**config.mk**
```make
export PLATFORM = sky130hd
export DESIGN_NAME = okst_cell
export DESIGN_NICKNAME = d
export VERILOG_FILES = /design/src/rtl/okst_pkg.sv /design/src/rtl/okst_cell.sv
export SDC_FILE = /design/constraint.sdc
export NUM_CORES = 1
export LEC_CHECK = 0
export BUFFER_PORTS_ARGS = -buffer_cell sky130_fd_sc_hd__buf_2
export CAP_MARGIN = 20
export CORE_MARGIN = 8
export CORE_UTILIZATION = 44
export CTS_CLUSTER_SIZE = 24
export DETAILED_ROUTE_END_ITERATION = 7
export PLACE_DENSITY = 0.76
export SYNTH_ARGS = -nofsm -noshare
export SYNTH_HDL_FRONTEND = slang
export SYNTH_SLANG_ARGS = --single-unit
export TNS_END_PERCENT = 1
```
**constraint.sdc**
```tcl
create_clock -name aclk -period 8.9 [get_ports aclk]
set_input_delay 0.445 -clock aclk [delete_from_list [all_inputs] [get_ports aclk]]
set_output_delay 0.445 -clock aclk [all_outputs]
set_load 0.02 [all_outputs]
```
**src/rtl/okst_pkg.sv**
```systemverilog
// Package: sizes, request and status codes, state type and cell control struct.
`default_nettype none
package okst_pkg;

    localparam int CAPACITY = 64;
    localparam int IDX_W    = 6;
    localparam int CNT_W    = 7;
    localparam int KEY_W    = 64;

    // request kinds
    localparam logic [1:0] REQ_FIND = 2'd0;
    localparam logic [1:0] REQ_PUSH = 2'd1;
    localparam logic [1:0] REQ_PULL = 2'd2;

    // result status codes
    localparam logic [1:0] STAT_HIT      = 2'd0;
    localparam logic [1:0] STAT_MISS     = 2'd1;
    localparam logic [1:0] STAT_INSERTED = 2'd2;
    localparam logic [1:0] STAT_FULL     = 2'd3;

    typedef enum logic [1:0] {
        S_IDLE,
        S_CMP,
        S_ACT
    } state_t;

    // broadcast from the controller to every cell
    typedef struct packed {
        logic              cmp_en;
        logic [KEY_W-1:0]  key;
        logic [CNT_W-1:0]  count;
        logic              shift_en;
        logic [IDX_W-1:0]  shift_pos;
        logic              push_en;
    } cell_ctl_t;

endpackage
`default_nettype wire

```
**src/rtl/okst_cell.sv**
```systemverilog
// Cell: holds and compares a key; takes the upper key on a pull, the new key on a push.
`default_nettype none
module okst_cell (
    input  wire logic                      aclk,
    input  wire logic                      aresetn,
    input  wire okst_pkg::cell_ctl_t       ctl,
    input  wire logic [okst_pkg::IDX_W-1:0] cell_idx,
    input  wire logic [okst_pkg::KEY_W-1:0] up_key,
    output logic      [okst_pkg::KEY_W-1:0] key_out,
    output logic                           hit_out
);
    import okst_pkg::*;

    logic [KEY_W-1:0] key_reg;
    logic             hit_reg;
    logic             occupied;

    // cell holds a live key when its index is below the fill count
    assign occupied = ({1'b0, cell_idx} < ctl.count);

    // match flag, registered for the action cycle
    always_ff @(posedge aclk) begin
        if (!aresetn) begin
            hit_reg <= 1'b0;
        end else if (ctl.cmp_en) begin
            hit_reg <= occupied && (key_reg == ctl.key);
        end
    end

    // compaction shift from the neighbor above, or append at the fill point
    always_ff @(posedge aclk) begin
        if (ctl.shift_en && (cell_idx >= ctl.shift_pos)) begin
            key_reg <= up_key;
        end else if (ctl.push_en && ({1'b0, cell_idx} == ctl.count)) begin
            key_reg <= ctl.key;
        end
    end

    assign key_out = key_reg;
    assign hit_out = hit_reg;

endmodule
`default_nettype wire

```
# --- Word-level counts from Yosys, hierarchy flattened ---
# Index checks and enable logic that the tools add are counted.
word_totals:
  mem_bits_ro: 0
  word_cells: 12
  memories: 0
  in_bits: 152
  out_inout_bits: 65
  latchBits: 0
  ff_bits: 65
  ramBits: 0
classes:
  n_addsub: 0
  reduce_logical: 4
  shifts: 0
  bitwise_logic: 0
  n_div: 0
  n_mux: 2
  magnitude_cmp: 2
  multipliers: 0
  eq_ne: 2
ops:
  columns: ["operator", "n"]
  rows:
  - ["$mux 64", 2]
  - ["$eq 64x64->1", 1]
  - ["$eq 6x7->1", 1]
  - ["$lt 6x7->1", 1]
  - ["$ge 6x6->1", 1]
  - ["$logic_and 1x1->1", 3]
  - ["$reduce_bool 2->1", 1]

# --- Logic depth before layout (Yosys ltp) ---
logic_depth:
  ltp_word: 4
  ltp_mapped: 10
  mapped_depth_nobuf: 8

# --- Worst setup path before layout ---
# OpenSTA, ideal clock, no wires.
synth_timing:
  path_type: "input to register"
  start: "input port ctl[10] in the netlist's numbering"
  end: "register key_reg[0], in the netlist key_out[0], enable pin"
  setup_time_ns: 0.574
  arrival_ns: 5.465
  required_time_ns: 8.326
  setup_slack_ns: 2.860
  path_buffers: 0
  stages: 5
  path_cell_list: "inv_1 > ha_1 > and3_1 > nand3_1 > o21ai_0"
synth_between:
  elab_chain_cells: 3
synth_lines:
  columns: ["element", "line", "rtl"]
  rows:
  - ["from (decl)", "okst_cell.sv:6", "input wire okst_pkg::cell_ctl_t ctl,"]
  - ["$eq 6x7->1", "okst_cell.sv:34", "end else if (ctl.push_en && ({1'b0, cell_idx} == ctl.count)) begin"]
  - ["$logic_and 1x1->1", "okst_cell.sv:34", null]
  - ["$reduce_bool 2->1 (no line)", null, null]
  - ["to (signal assigned)", "okst_cell.sv:33", "key_reg <= up_key;"]
  - ["to (signal assigned)", "okst_cell.sv:35", "key_reg <= ctl.key;"]
  - ["to (decl)", "okst_cell.sv:14", "logic [KEY_W-1:0] key_reg;"]
# No other way between the ends.
# A chain may end at the register's enable or synchronous reset.

# --- Worst setup path after layout ---
layout_timing:
  start: "input port cell_idx[0] in the netlist's numbering"
  end: "register key_reg[49], in the netlist key_out[49], enable pin"
layout_between:
  elab_chain_cells: 3
layout_lines:
  columns: ["element", "line", "rtl"]
  rows:
  - ["from (decl)", "okst_cell.sv:7", "input wire logic [okst_pkg::IDX_W-1:0] cell_idx,"]
  - ["$ge 6x6->1 / $eq 6x7->1 (equally long branches)", "okst_cell.sv:32, okst_cell.sv:34", null]
  - ["$logic_and 1x1->1, on equally long branches", "okst_cell.sv:32, okst_cell.sv:34", null]
  - ["$reduce_bool 2->1 (no line) *", null, null]
# Every way passes the cells marked *; elsewhere a longest branch is shown, timed or not.

==> results.sh <==
export IMPL_io_pins=217
export IMPL_coreArea_um2=8220
export IMPL_finalWorstSetupSlack_ns=6.21
export IMPL_grt_max_degree=66
export IMPL_multi_input_area_um2=1710
export IMPL_synth_nets=433
export IMPL_area_delta_synth_final_pct=36.8
export IMPL_die_w_um=108
export IMPL_start_util=0.455
export IMPL_diodes=0
export IMPL_crit_buf_inv=4
export IMPL_finalWorstPathRequiredPeriod_ns=2.69
export IMPL_yosysTopAreaCell="edfxtp_1"
export IMPL_clk_pin_slew_worst_paths_ns=0.07
export IMPL_ir_drop_uv=109
export IMPL_start_kind="input port"
export IMPL_yosysTopAreaCellShare=0.515
export IMPL_crit_arrival_ns=2.66
export IMPL_hold_viol=0
export IMPL_crit_family="buffers and inverters"
export IMPL_crit_top_cell="buf_4"
export IMPL_p_total_uw=868
export IMPL_hpwl_um=8890
export IMPL_die_area_um2=11700
export IMPL_netlist_cell_type_count=27
export IMPL_vias=2981
export IMPL_r2r_start="key_out[16]"
export IMPL_cts_tree="yes"
export IMPL_yosysSeqAreaShare=0.520
export IMPL_finalCritPeriodShare=0.303
export IMPL_drive_gt1_frac=0.599
export IMPL_fp_row_count=33
export IMPL_max_stage_delay_ns=0.63
export IMPL_grt_antenna_before_repair=0
export IMPL_finalInstanceArea_um2=5110
export IMPL_setup_worst_path_end_class="register"
export IMPL_antenna_left=0
export IMPL_clk_latency_ns=0.33
export IMPL_viasPerCell=4.96
export IMPL_h_tree_depth=3
export IMPL_setup_violations_final=0
export IMPL_track_usage=0.183
export IMPL_place_congestion=0.858
export IMPL_syn_inst=269
export IMPL_cts_max_path_buffers=2
export IMPL_worstPathCellList="buf_2 -> inv_1 -> ha_1 -> nand2b_1 -> a21o_1 -> a21oi_1 -> o21ai_0 -> nand2_2 -> buf_4 -> o21ai_4 -> buf_4"
export IMPL_power_density_nw_per_um2=170
export IMPL_pre_cts_ws_ns=5.83
export IMPL_cap_violations=0
export IMPL_root_buffer="clkbuf_8"
export IMPL_maxSlewViolCount=0
export IMPL_clock_sinks=65
export IMPL_fin_setup_tns_ns=0
export IMPL_fin_nets=655
export IMPL_dr_first_iter_drc_count=100
export IMPL_drc=0
export IMPL_cp_startpoint="cell_idx[0]"
export IMPL_hold_buffers=0
export IMPL_status="finished, final reports clean"
export IMPL_firstDrtPassIters=4
export IMPL_regArea_um2=1940
export IMPL_cts_resized=0
export IMPL_rsz0062_at_grt="no"
export IMPL_wl_um=10900
export IMPL_overflow=0
export IMPL_leakagePower_uw=0.00222
export IMPL_die_h_um=108
export IMPL_grt_pass1_wl_um=16700
export IMPL_max_slew_worst_pin_slew_ns=0.855
export IMPL_max_freq_mhz=371
export IMPL_critPathMaxFanout=65
export IMPL_placed_area_um2=4930
export IMPL_avgSynthCellArea_um2=13.9
export IMPL_hold_worst_slack_ns=0.407
export IMPL_syn_cell_area_um2=3730
export IMPL_cts_made_buffers=9
export IMPL_synthTopCellsByArea="edfxtp_1 (51%), mux2_2 (19%), xnor2_1 (11%)"
export IMPL_min_from="up_key[18]"
export IMPL_grt_pass1_vias=3428
export IMPL_path_class="in -> reg"
export IMPL_relSlewSlack=0.430
export IMPL_fillerInstances=706
export IMPL_io_buffers=216
export IMPL_yosysWarningCount=0
export IMPL_ys_ff_latch=65
export IMPL_postCtsSetupBuffers=0
export IMPL_cp_slowest_cell="buf_4"
export IMPL_hold_class="in -> reg"
export IMPL_required_ns=8.87
export IMPL_fin_worst_skew_ns=0.0112
export IMPL_wl_per_cell_um=18.2
==> layer usage <==
metal,part of all wire,global-route usage
met1,0.36,0.186
met2,0.50,0.315
met3,0.13,0.0928
met4,0.013,0.0704
met5,0,0
==> layout make-up <==
type                    instances  area share
flip-flops and latches         65       0.380
multi-input cells             183       0.334
repair buffers                218       0.215
clock buffers                  12      0.0265
well taps                     105      0.0257
inverters                      14      0.0103
clock inverters                 4     0.00857
==> sequential cells by signal, summed over array words and instances (netlist names) <==
signal and count:
key_out 64, hit_out 1
==> report_power, final <==
part           switching (uW)  leakage [uW]  internal [uW]
Sequential               22.5      0.000605            381
Clock                     110     0.0000918            128
Combinational             121       0.00152            106
Total                     253       0.00222            615
==> worst register-to-register path, delay by kind of cell (launching register included) <==
| kind | cells | cell delay [ns] |
|---|---|---|
| AO/OA/AOI/OAI | 2 | 0.36 |
| XOR/XNOR | 1 | 0.17 |
| flip-flops | 1 | 0.42 |
| AND/OR/NAND/NOR | 3 | 0.85 |
==> layout by cell type, fill, tap and decap left out, types with 2 or more instances in the layout <==
| cell type | netlist | routed |
|---|---|---|
| buf_4 | 5 | 2 |
| mux2_2 | 64 | 64 |
| ha_1 | 12 | 12 |
| clkinv_2 | 0 | 2 |
| nand4_1 | 13 | 13 |
| buf_2 | 2 | 216 |
| nand3_1 | 3 | 3 |
| xor2_1 | 16 | 16 |
| a21o_1 | 2 | 2 |
| clkbuf_1 | 0 | 3 |
| a21oi_1 | 4 | 4 |
| edfxtp_1 | 64 | 64 |
| inv_1 | 14 | 14 |
| nand2_1 | 3 | 2 |
| xnor2_1 | 46 | 46 |
| nor4_1 | 6 | 6 |
| clkbuf_8 | 0 | 9 |
| nor2b_1 | 2 | 2 |
==> cells in the mapped netlist <==
cell type,instances
mux2_2,64
buf_2,2
ha_1,12
nand2b_1,1
nor4_1,6
a211o_1,1
or4_1,1
a31oi_1,1
a21oi_1,4
o22ai_1,1
inv_1,14
o21ai_0,2
and3_1,1
nand3_1,3
nand3b_1,1
buf_4,5
a21o_1,2
o21ai_1,1
a2111oi_2,1
nand2_1,3
nand4_1,13
edfxtp_1,64
dfxtp_1,1
xnor2_1,46
xor2_1,16
o211ai_1,1
nor2b_1,2
==> logic make-up (layout without fill, tap and decap cells) <==
| logic type | count (synthesis) | after routing | share of synthesized area |
|---|---|---|---|
| adders and majority gates | 12 | 12 | 0.0402 |
| muxes | 64 | 64 | 0.193 |
| and+or+nand+nor | 31 | 31 | 0.0496 |
| xor gates and xnor gates | 62 | 62 | 0.145 |
| DFF | 65 | 65 | 0.520 |
| buffers and inverters | 21 | 248 | 0.0268 |
| AOI/OAI and AO/OA | 14 | 14 | 0.0251 |
==> path summary, 6_finish.rpt <==
path	end	slack (ns)	depth (start not counted)
max	key_out[49]	6.21	11
min	key_out[18]	0.41	2
max reg2reg	hit_out	7.03	6
min reg2reg	hit_out	0.57	2
==> metrics by stage <==
stage	cells	util
2_1_floorplan	269	-
3_3_place_gp	585	0.600
3_5_place_dp	585	0.600
4_1_cts	601	0.622
5_1_grt	601	0.622
6_report	601	0.622
Note: power is estimated with default switching activity, not from simulation.
